--- src/rtl/per_flow_token_bucket_shaper_defines.svh ---
// Assertion macros for the per-flow token-bucket shaper.
`ifndef PER_FLOW_TOKEN_BUCKET_SHAPER_DEFINES_SVH
`define PER_FLOW_TOKEN_BUCKET_SHAPER_DEFINES_SVH
// Implication checked on every clock, disabled in reset.
`define PFTB_ASSERT_IMP(label, ante, cons, msg) \
   label: assert property (@(posedge clock) disable iff (reset) (ante) |-> (cons)) \
      else $error(msg);
// Next-cycle implication, disabled in reset.
`define PFTB_ASSERT_NXT(label, ante, cons, msg) \
   label: assert property (@(posedge clock) disable iff (reset) (ante) |=> (cons)) \
      else $error(msg);
`endif

--- src/rtl/pftb_pkg.sv ---
// Shared types and constants for the per-flow token-bucket shaper.
`timescale 1ns / 1ps
`default_nettype none
package pftb_pkg;
   localparam int NUM_FLOWS          = 64;
   localparam int QUEUE_DEPTH        = 256;
   localparam int MAX_SENDS_PER_TICK = 63;
   localparam int FLOW_W  = 6;
   localparam int SLOT_W  = 8;
   localparam int COUNT_W = 9;
   localparam int TOK_W   = 18;
   localparam int SENT_W  = 6;
   localparam int CMDQ_DEPTH = 4;
   localparam int CMDQ_W     = 2;

   localparam logic [TOK_W-1:0] TOKENS_AT_RESET = 18'd32768;

   localparam logic [1:0] KIND_ACCEPT = 2'd0;
   localparam logic [1:0] KIND_DROP   = 2'd1;
   localparam logic [1:0] KIND_SENT   = 2'd2;
   localparam logic [1:0] KIND_DONE   = 2'd3;

   localparam logic [1:0] CSR_RATE  = 2'd0;
   localparam logic [1:0] CSR_BURST = 2'd1;
   localparam logic [1:0] CSR_LIMIT = 2'd2;

   typedef struct packed {
      logic        is_tick;
      logic [FLOW_W-1:0] flow;
      logic [15:0] len;
      logic [15:0] handle;
      logic [9:0]  elapsed;
   } cmd_type;

   typedef struct packed {
      logic [1:0]  kind;
      logic [FLOW_W-1:0] flow;
      logic [15:0] handle;
      logic [15:0] len;
      logic        last;
   } rsp_type;

   // per-flow bucket and queue pointers, one memory word per flow
   typedef struct packed {
      logic [TOK_W-1:0]   tok;
      logic [SLOT_W-1:0]  head;
      logic [COUNT_W-1:0] cnt;
   } flow_type;
endpackage
`default_nettype wire

--- src/rtl/pftb_front.sv ---
// Input stage and command queue: takes words in and buffers them for the engine.
`timescale 1ns / 1ps
`default_nettype none
module pftb_front (
   input  wire logic                  clock,
   input  wire logic                  reset,
   input  wire logic                  push,
   output logic                       full,
   input  wire pftb_pkg::cmd_type     cmd_in,
   output logic                       cmd_valid,
   input  wire logic                  cmd_take,
   output pftb_pkg::cmd_type          cmd_out
);
   pftb_pkg::cmd_type                 q_mem [pftb_pkg::CMDQ_DEPTH];
   logic [pftb_pkg::CMDQ_W-1:0]       wr_ff, wr_in, rd_ff, rd_in;
   logic [pftb_pkg::CMDQ_W:0]         cnt_ff, cnt_in;
   logic                              do_push, do_pop;

   assign full      = (cnt_ff == 3'(pftb_pkg::CMDQ_DEPTH));
   assign cmd_valid = (cnt_ff != '0);
   assign cmd_out   = q_mem[rd_ff];
   assign do_push   = push && !full;
   assign do_pop    = cmd_take && cmd_valid;

   always_comb begin
      wr_in  = do_push ? wr_ff + 1'b1 : wr_ff;
      rd_in  = do_pop ? rd_ff + 1'b1 : rd_ff;
      cnt_in = cnt_ff + {2'b0, do_push} - {2'b0, do_pop};
   end

   always_ff @(posedge clock) begin
      if (reset) begin
         wr_ff  <= '0;
         rd_ff  <= '0;
         cnt_ff <= '0;
      end else begin
         wr_ff  <= wr_in;
         rd_ff  <= rd_in;
         cnt_ff <= cnt_in;
      end
   end

   always_ff @(posedge clock) begin
      if (do_push) begin
         q_mem[wr_ff] <= cmd_in;
      end
   end
endmodule
`default_nettype wire

--- config.mk ---
export PLATFORM = sky130hd
export DESIGN_NAME = pftb_front
export DESIGN_NICKNAME = d
export VERILOG_FILES = /design/src/rtl/per_flow_token_bucket_shaper_defines.svh /design/src/rtl/pftb_pkg.sv /design/src/rtl/pftb_front.sv
export SDC_FILE = /design/constraint.sdc
export NUM_CORES = 1
export LEC_CHECK = 0
export BUFFER_PORTS_ARGS = -buffer_cell sky130_fd_sc_hd__buf_4
export CAP_MARGIN = 15
export CORE_MARGIN = 2
export CORE_UTILIZATION = 55
export DETAILED_ROUTE_END_ITERATION = 6
export PLACE_DENSITY = 0.77
export SETUP_SLACK_MARGIN = 0.3
export SLEW_MARGIN = 20
export SYNTH_ARGS = -nofsm -noshare
export SYNTH_HDL_FRONTEND = slang
export SYNTH_SLANG_ARGS = --single-unit
--- constraint.sdc ---
create_clock -name clock -period 3.13 [get_ports clock]
set_input_delay 0.4695 -clock clock [delete_from_list [all_inputs] [get_ports clock]]
set_output_delay 0.4695 -clock clock [all_outputs]
set_load 0.03 [all_outputs]
==> metrics, run 1 <==
outcome finished clean; Mapped Avg Cell Area 24.8 µm²; Max stage delay on crit path 0.58 ns; max-cap viol count 0; grt total ovfl 0; starting density of the core 0.566; share of the core filled with cells 0.693; chip width 121 µm; Min Clock Period, post-route 2.64 ns; cts bufs inserted 20; worst skew pair latency 0.47 ns; Arrival @ worst endpoint 2.17 ns; PwrDens 879 nW/µm²; via count 3407; final hold viol count 0; largest cells by area after synthesis edfxtp_1 (78%), mux4_2 (14%), dfxtp_1 (2.4%), ha_1 (0.99%), mux4_1 (0.70%); DRT antenna net count 0; Most used DFF post-synth edfxtp_1; initial drt markers 217; library cells used by synthesis 27; Worst slew margin 0.585; Reg clk slew, reported paths 0.06 ns; Mapped Cells 305; area of the multi-input gates 1380 µm²; Yosys top cell area share 0.779; part of the Yosys area used for sequential elements 0.803; Die Y 121 µm; Final Net Count 484; Final Cycle Share 0.842; Yosys Warn Count 0; setup repair bufs after CTS 0; Core Area 13300 µm²; slowest CP cell dfxtp_4; Syn Nets 365; CTS tree yes; RSZ-0062 raised after global routing false; Sink Count 205; most numerous cell in the Yosys netlist edfxtp_1; CP Class reg -> out; dpl hpwl 7620 µm; CP Max Fanout 33; CTS Root Buffer Type clkbuf_16; GRT Overall Usage 0.178; P_leak 3.15 nW; Max VDD drop 0.578 mV; Hold Buf Count CTS 0; Final Max Tran Viols 0; Worst Tran Pin Value 0.623 ns; Pre-Repair DR Iteration Count 4; setup TNS 0 ns; post_cts resized 0; fillcell total 856; post-synthesis cell area 7550 µm²; PortBufs 103; post-placement setup slack 0.697 ns; gpl congestion 0.738; Synth area leader edfxtp_1; CTS Buffer Depth 3; crit end category output port; asr flop ratio synth 0; CP Cell Sequence buf_12, mux4_2, buf_4; vias in the first global route 3650; IO Count 104; WL/cell 20.5 µm; mean number of vias per cell 5.55; Post-synth top cells edfxtp_1 (196), mux4_2 (47), dfxtp_1 (9); Post-Route WL 12600 µm; Residual DRC 0; Hold WC Path Type in -> reg; Register Area 6070 µm²; WHS 0.193 ns; Post-synth EDFFs 196; global-route wire length before repair 19600 µm; worst-case clock skew 0.00753 ns; die area 14700 µm²; layout cells sized above 1 0.438; Worst Setup Start Kind register; final setup violation count 0; antenna violations before repair 0; f_max 379 MHz; Site Rows 42; critical path required time 2.66 ns; final worst slack 0.493 ns; Antenna Cells 0; H-tree Lvls 1; #FFs+latches synth 205; synth-to-layout area growth 22.5%; largest net degree at the start of global routing 50
[cells by family after synthesis]
logic type,count (synthesis),share of synthesized area
AOI/OAI and AO/OA,4,0.00364
xor gates and xnor gates,3,0.00348
adders and majority gates,7,0.0126
buffers and inverters,18,0.0161
DFF,205,0.803
muxes,50,0.148
and+or+nand+nor,18,0.0129
[routing by layer]
| layer | global-route usage | routed length (µm) | up-vias |
|---|---|---|---|
| li1 | - | - | 1521 |
| met1 | 0.247 | 5280 | 1753 |
| met2 | 0.286 | 6130 | 113 |
| met3 | 0.0517 | 976 | 20 |
| met4 | 0.0402 | 189 | 0 |
| met5 | 0 | 0 | - |
[through the flow]
step	instance area (µm²)	std cells	total power, mW
2_1_floorplan	7560	305	5.10
3_3_place_gp	8580	578	5.82
3_5_place_dp	8580	578	5.87
4_1_cts	9260	614	8.25
5_1_grt	9260	614	8.49
6_report	9260	614	8.14
[report_power, final]
group,leakage (nW),internal (mW),switching [mW]
Clock,0.326,1.46,0.903
Combinational,0.954,0.996,1.28
Sequential,1.87,3.34,0.156
[critical path: cells and delay by family, from the launching register on]
kind                   cells  cell delay [ns]
DFF                        1             0.58
muxes                      1             0.58
buffers and inverters      2             0.51
[final timing paths]
check	from	end	slack [ns]	depth (start not counted)
hold reg to reg	wr_ff[1]	wr_ff[1]	0.51	2
setup reg to reg	cnt_ff[1]	cnt_ff[2]	0.71	11
hold / removal	cmd_in[48]	q_mem[2][48]	0.19	1
setup / recovery	register	cmd_out[5]	0.49	3
[layout make-up]
cell class / instances / area share
clock buffer: 29 / 0.0633
timing repair buffer: 109 / 0.0965
tap: 176 / 0.0238
clock inverter: 7 / 0.00919
sequential: 205 / 0.656
inverter: 6 / 0.00243
multi-input combinational: 82 / 0.149
[sequential cells by signal, summed over array words and instances, names as in the netlist, named ones only]
name    cells
cnt_ff      3
q_mem     196
rd_ff       2
wr_ff       2
[placed cells by master, fill, tap and decap left out, types with 3 or more instances in the layout]
master     count
buf_4        103
inv_1          6
edfxtp_1     196
dfxtp_1        7
clkbuf_1       5
ha_1           6
and2_2         4
clkbuf_8       3
mux4_2        47
nor2_1         6
buf_12         6
clkbuf_16     21
Power figures use the tool's default switching activity.
==> inputs of run 2 (changes only) <==
--- a/config.mk
+++ b/config.mk
@@ -5,12 +5,13 @@
 export SDC_FILE = /design/constraint.sdc
 export NUM_CORES = 1
 export LEC_CHECK = 0
+export ABC_AREA = 1
 export BUFFER_PORTS_ARGS = -buffer_cell sky130_fd_sc_hd__buf_4
 export CAP_MARGIN = 15
 export CORE_MARGIN = 2
-export CORE_UTILIZATION = 55
+export CORE_UTILIZATION = 51
 export DETAILED_ROUTE_END_ITERATION = 6
-export PLACE_DENSITY = 0.77
+export PLACE_DENSITY = 0.75
 export SETUP_SLACK_MARGIN = 0.3
 export SLEW_MARGIN = 20
 export SYNTH_ARGS = -nofsm -noshare
==> constraint.sdc (replaced) <==
create_clock -name clock -period 2.2 [get_ports clock]
set_input_delay 0.33 -clock clock [delete_from_list [all_inputs] [get_ports clock]]
set_output_delay 0.33 -clock clock [all_outputs]
set_load 0.03 [all_outputs]
==> run 2 against run 1 <==
Net effect:
- count of clock-buffer cells in the layout fell by 5
- area after synthesis up 2.5%
- sequential share of layout area down 7.8 points
- via count is 51% higher
- critical path depth rose by 4
- wire length grew 54%
- critical endpoint is now cmd_out[42]
==> metrics, run 2 <==
cts bufs inserted 21 (+5.0%); post-synthesis cell area 7740 µm² (+2.5%); Final Cycle Share 0.970; worst skew pair latency 0.49 ns (+0.02 ns); Worst slew margin 0.823 (+0.238); Post-Route WL 19300 µm (+54%); WL/cell 21.7 µm (+6.0%); Synth Area in Adders 0.0123 (-0.000301); Most used DFF post-synth edfxtp_1; Antenna Cells 0 (unchanged); CP Class reg -> out; Arrival @ worst endpoint 1.80 ns (-0.37 ns); Sink Count 205 (unchanged); Residual DRC 0 (unchanged); dpl hpwl 9170 µm (+20%); Worst Tran Pin Value 0.265 ns (-0.358 ns); PwrDens 1270 nW/µm² (+45%); H-tree Lvls 1 (unchanged); Synth Area in Compound Gates 0.108 (+0.105); global-route wire length before repair 27300 µm (+39%); crit end category output port; Min Clock Period, post-route 2.13 ns; xor/xnor share of the synthesized area 0 (-0.00348); layout cells sized above 1 0.358 (-0.0808); Reg clk slew, reported paths 0.06 ns (about the same); part of the Yosys area used for sequential elements 0.784 (-0.0192); DRT antenna net count 0 (unchanged); share of the core filled with cells 0.699 (+0.00591); starting density of the core 0.515 (-0.0511); CTS Root Buffer Type clkbuf_16; via count 5149 (+51%); Reg2Reg Setup Slack 0.40 ns (-0.31 ns); commonest cells after routing, fill and taps aside edfxtp_1 (196), buf_4 (106), nor2_1 (97), o21ai_0 (44), o22ai_1 (36); setup TNS 0 ns (unchanged); hold wc startpoint cmd_in[20]; P_leak 3.82 nW (+21%); Mapped Avg Cell Area 14.3 µm² (-42%); GRT Overall Usage 0.220 (+0.0422); Synth Area in Simple Gates 0.0616 (+0.0487); Site Rows 45 (+7.1%); reg2reg end cnt_ff[1]; CTS tree yes; Post-synth EDFFs 196 (unchanged); f_max 469 MHz; mux cell area share after synthesis 0 (-0.148); synth-to-layout area growth 35.8%; largest family of logic cells by synthesized area compound AO/OA/AOI/OAI gates; Hold Path Sink q_mem[1][20]; #FFs+latches synth 205 (unchanged); Die Y 127 µm (+4.9%); final setup violation count 0 (unchanged); Yosys top cell area share 0.760 (-0.0186); vias in the first global route 5101 (+40%); worst-case clock skew 0.00952 ns (+0.00199 ns); gpl congestion 0.732 (-0.83%); final hold viol count 0 (unchanged); IO Count 104 (unchanged); antenna violations before repair 0 (unchanged); RSZ-0062 raised after global routing true; Top Registers q_mem: 196 flops, cnt_ff: 3 flops; reg-to-reg critical path startpoint cnt_ff[1]; Core Area 15000 µm² (+13%); library cells used by synthesis 21 (-22%); Mapped Cells 540 (+77%); Syn Nets 600 (+64%); asr flop ratio synth 0 (unchanged); CTS Buffer Depth 3 (unchanged); max-cap viol count 0 (unchanged); fillcell total 946 (+11%); Worst Setup Start Kind register; max reg flops 196 (unchanged); most numerous cell in the Yosys netlist edfxtp_1; Max VDD drop 0.853 mV (+48%); Hold WC Path Type in -> reg; CP Max Fanout 5 (-85%); Synth area leader edfxtp_1; initial drt markers 413 (+90%); largest net degree at the start of global routing 36 (-28%); outcome finished clean; Yosys Warn Count 0 (unchanged); most common cell after layout, fill and taps aside edfxtp_1; mean number of vias per cell 5.79 (+4.3%); die area 16200 µm² (+10%); Final Net Count 747 (+54%); area of the multi-input gates 1720 µm² (+25%); Post-synth top cells edfxtp_1 (196), nor2_1 (111), o21ai_0 (94); chip width 127 µm (+4.9%); Register Area 6080 µm² (+0.14%); Pre-Repair DR Iteration Count 5 (+1); Worst Reg-to-Reg Cells 9 (-2); grt total ovfl 0 (unchanged); Final Max Tran Viols 0 (unchanged); Min-Delay Path Depth 1 (unchanged); critical path required time 1.87 ns (-0.79 ns); largest cells by area after synthesis edfxtp_1 (76%), o21ai_0 (6.1%), nor2_1 (5.4%), o22ai_1 (4.0%), dfxtp_1 (2.3%); register with the most flip-flops q_mem; PortBufs 103 (unchanged)
## run 2: cell types whose count changed in the layout (fill, tap and decap cells not counted), sizes merged, moves of 4 or more
| cell | previous run | this run |
|---|---|---|
| nand2 | 0 | 12 |
| clkinv | 4 | 8 |
| mux4 | 49 | 0 |
| inv | 6 | 21 |
| and2 | 5 | 0 |
| buf | 109 | 146 |
| o22ai | 0 | 49 |
| nor2 | 6 | 111 |
| o21ai | 1 | 99 |
## run 2: through the flow
stage	total power, mW	hold slack (ns)	cells	instance area [µm²]	setup WS (ns)
floorplan	7.11	0.397	540	7780	0.306
global placement	8.27	0.465	816	8790	0.222
detailed placement	8.38	0.459	816	8790	0.0994
CTS	12.8	0.0302	881	10000	0.122
global route	13.8	0.0255	890	10500	0.0413
finish	13.4	0.0363	890	10500	0.0662
## run 2: worst max-delay path, cell delays in order, from the launching register on
cell	delay, ns
dfxtp_4	0.37
buf_12	0.15
inv_16	0.08
buf_12	0.13
clkbuf_16	0.15
nor2_2	0.04
o22ai_1	0.19
buf_4	0.20
## run 2: where the power goes
part / switching (mW) / leakage (nW) / internal (mW)
sequential: 0.168 / 1.87 / 4.77
clock: 1.42 / 0.356 / 2.34
combinational: 2.80 / 1.60 / 1.86
## run 2: layout make-up
cell class	count	share of cell area
clock inverters	14	0.0187
clock buffers	24	0.0511
repair inverters	4	0.00559
inverters	17	0.00786
flip-flops and latches	205	0.578
repair buffers	151	0.153
well taps	188	0.0224
multi-input cells	287	0.163
## run 2: logic make-up after synthesis
group,Yosys count
compound gates,154
buf+inv,48
simple gates,126
fa+ha+maj,7
flops,205
## run 2: routing by layer
layer  vias up  GRT usage  wire length, µm
met2       249      0.375             9860
li1       2311          -                -
met1      2566      0.300             7670
met5         -          0                0
met3        23     0.0423             1560
met4         0     0.0491              242
## run 2: worst max-delay path by stage
stage / from / end / slack (ns) / cells past startpoint
3_3_place_gp: cnt_ff[1] / cnt_ff[2] / 0.22 / 10
3_5_place_dp: cnt_ff[1] / cnt_ff[2] / 0.1 / 10
4_1_cts: register / cmd_out[45] / 0.12 / 7
6_report: register / cmd_out[42] / 0.07 / 7
2_1_floorplan: cnt_ff[1] / cnt_ff[2] / 0.31 / 10
5_1_grt: register / cmd_out[42] / 0.04 / 7
## run 2: what timing repair did
item	CTS	global route
gates resized for setup	41	124
pin swaps	15	38
hold endpoints to repair	2	0
setup endpoints to repair	51	51
hold buffers	1	0
setup buffers	15	3
cloned	11	6
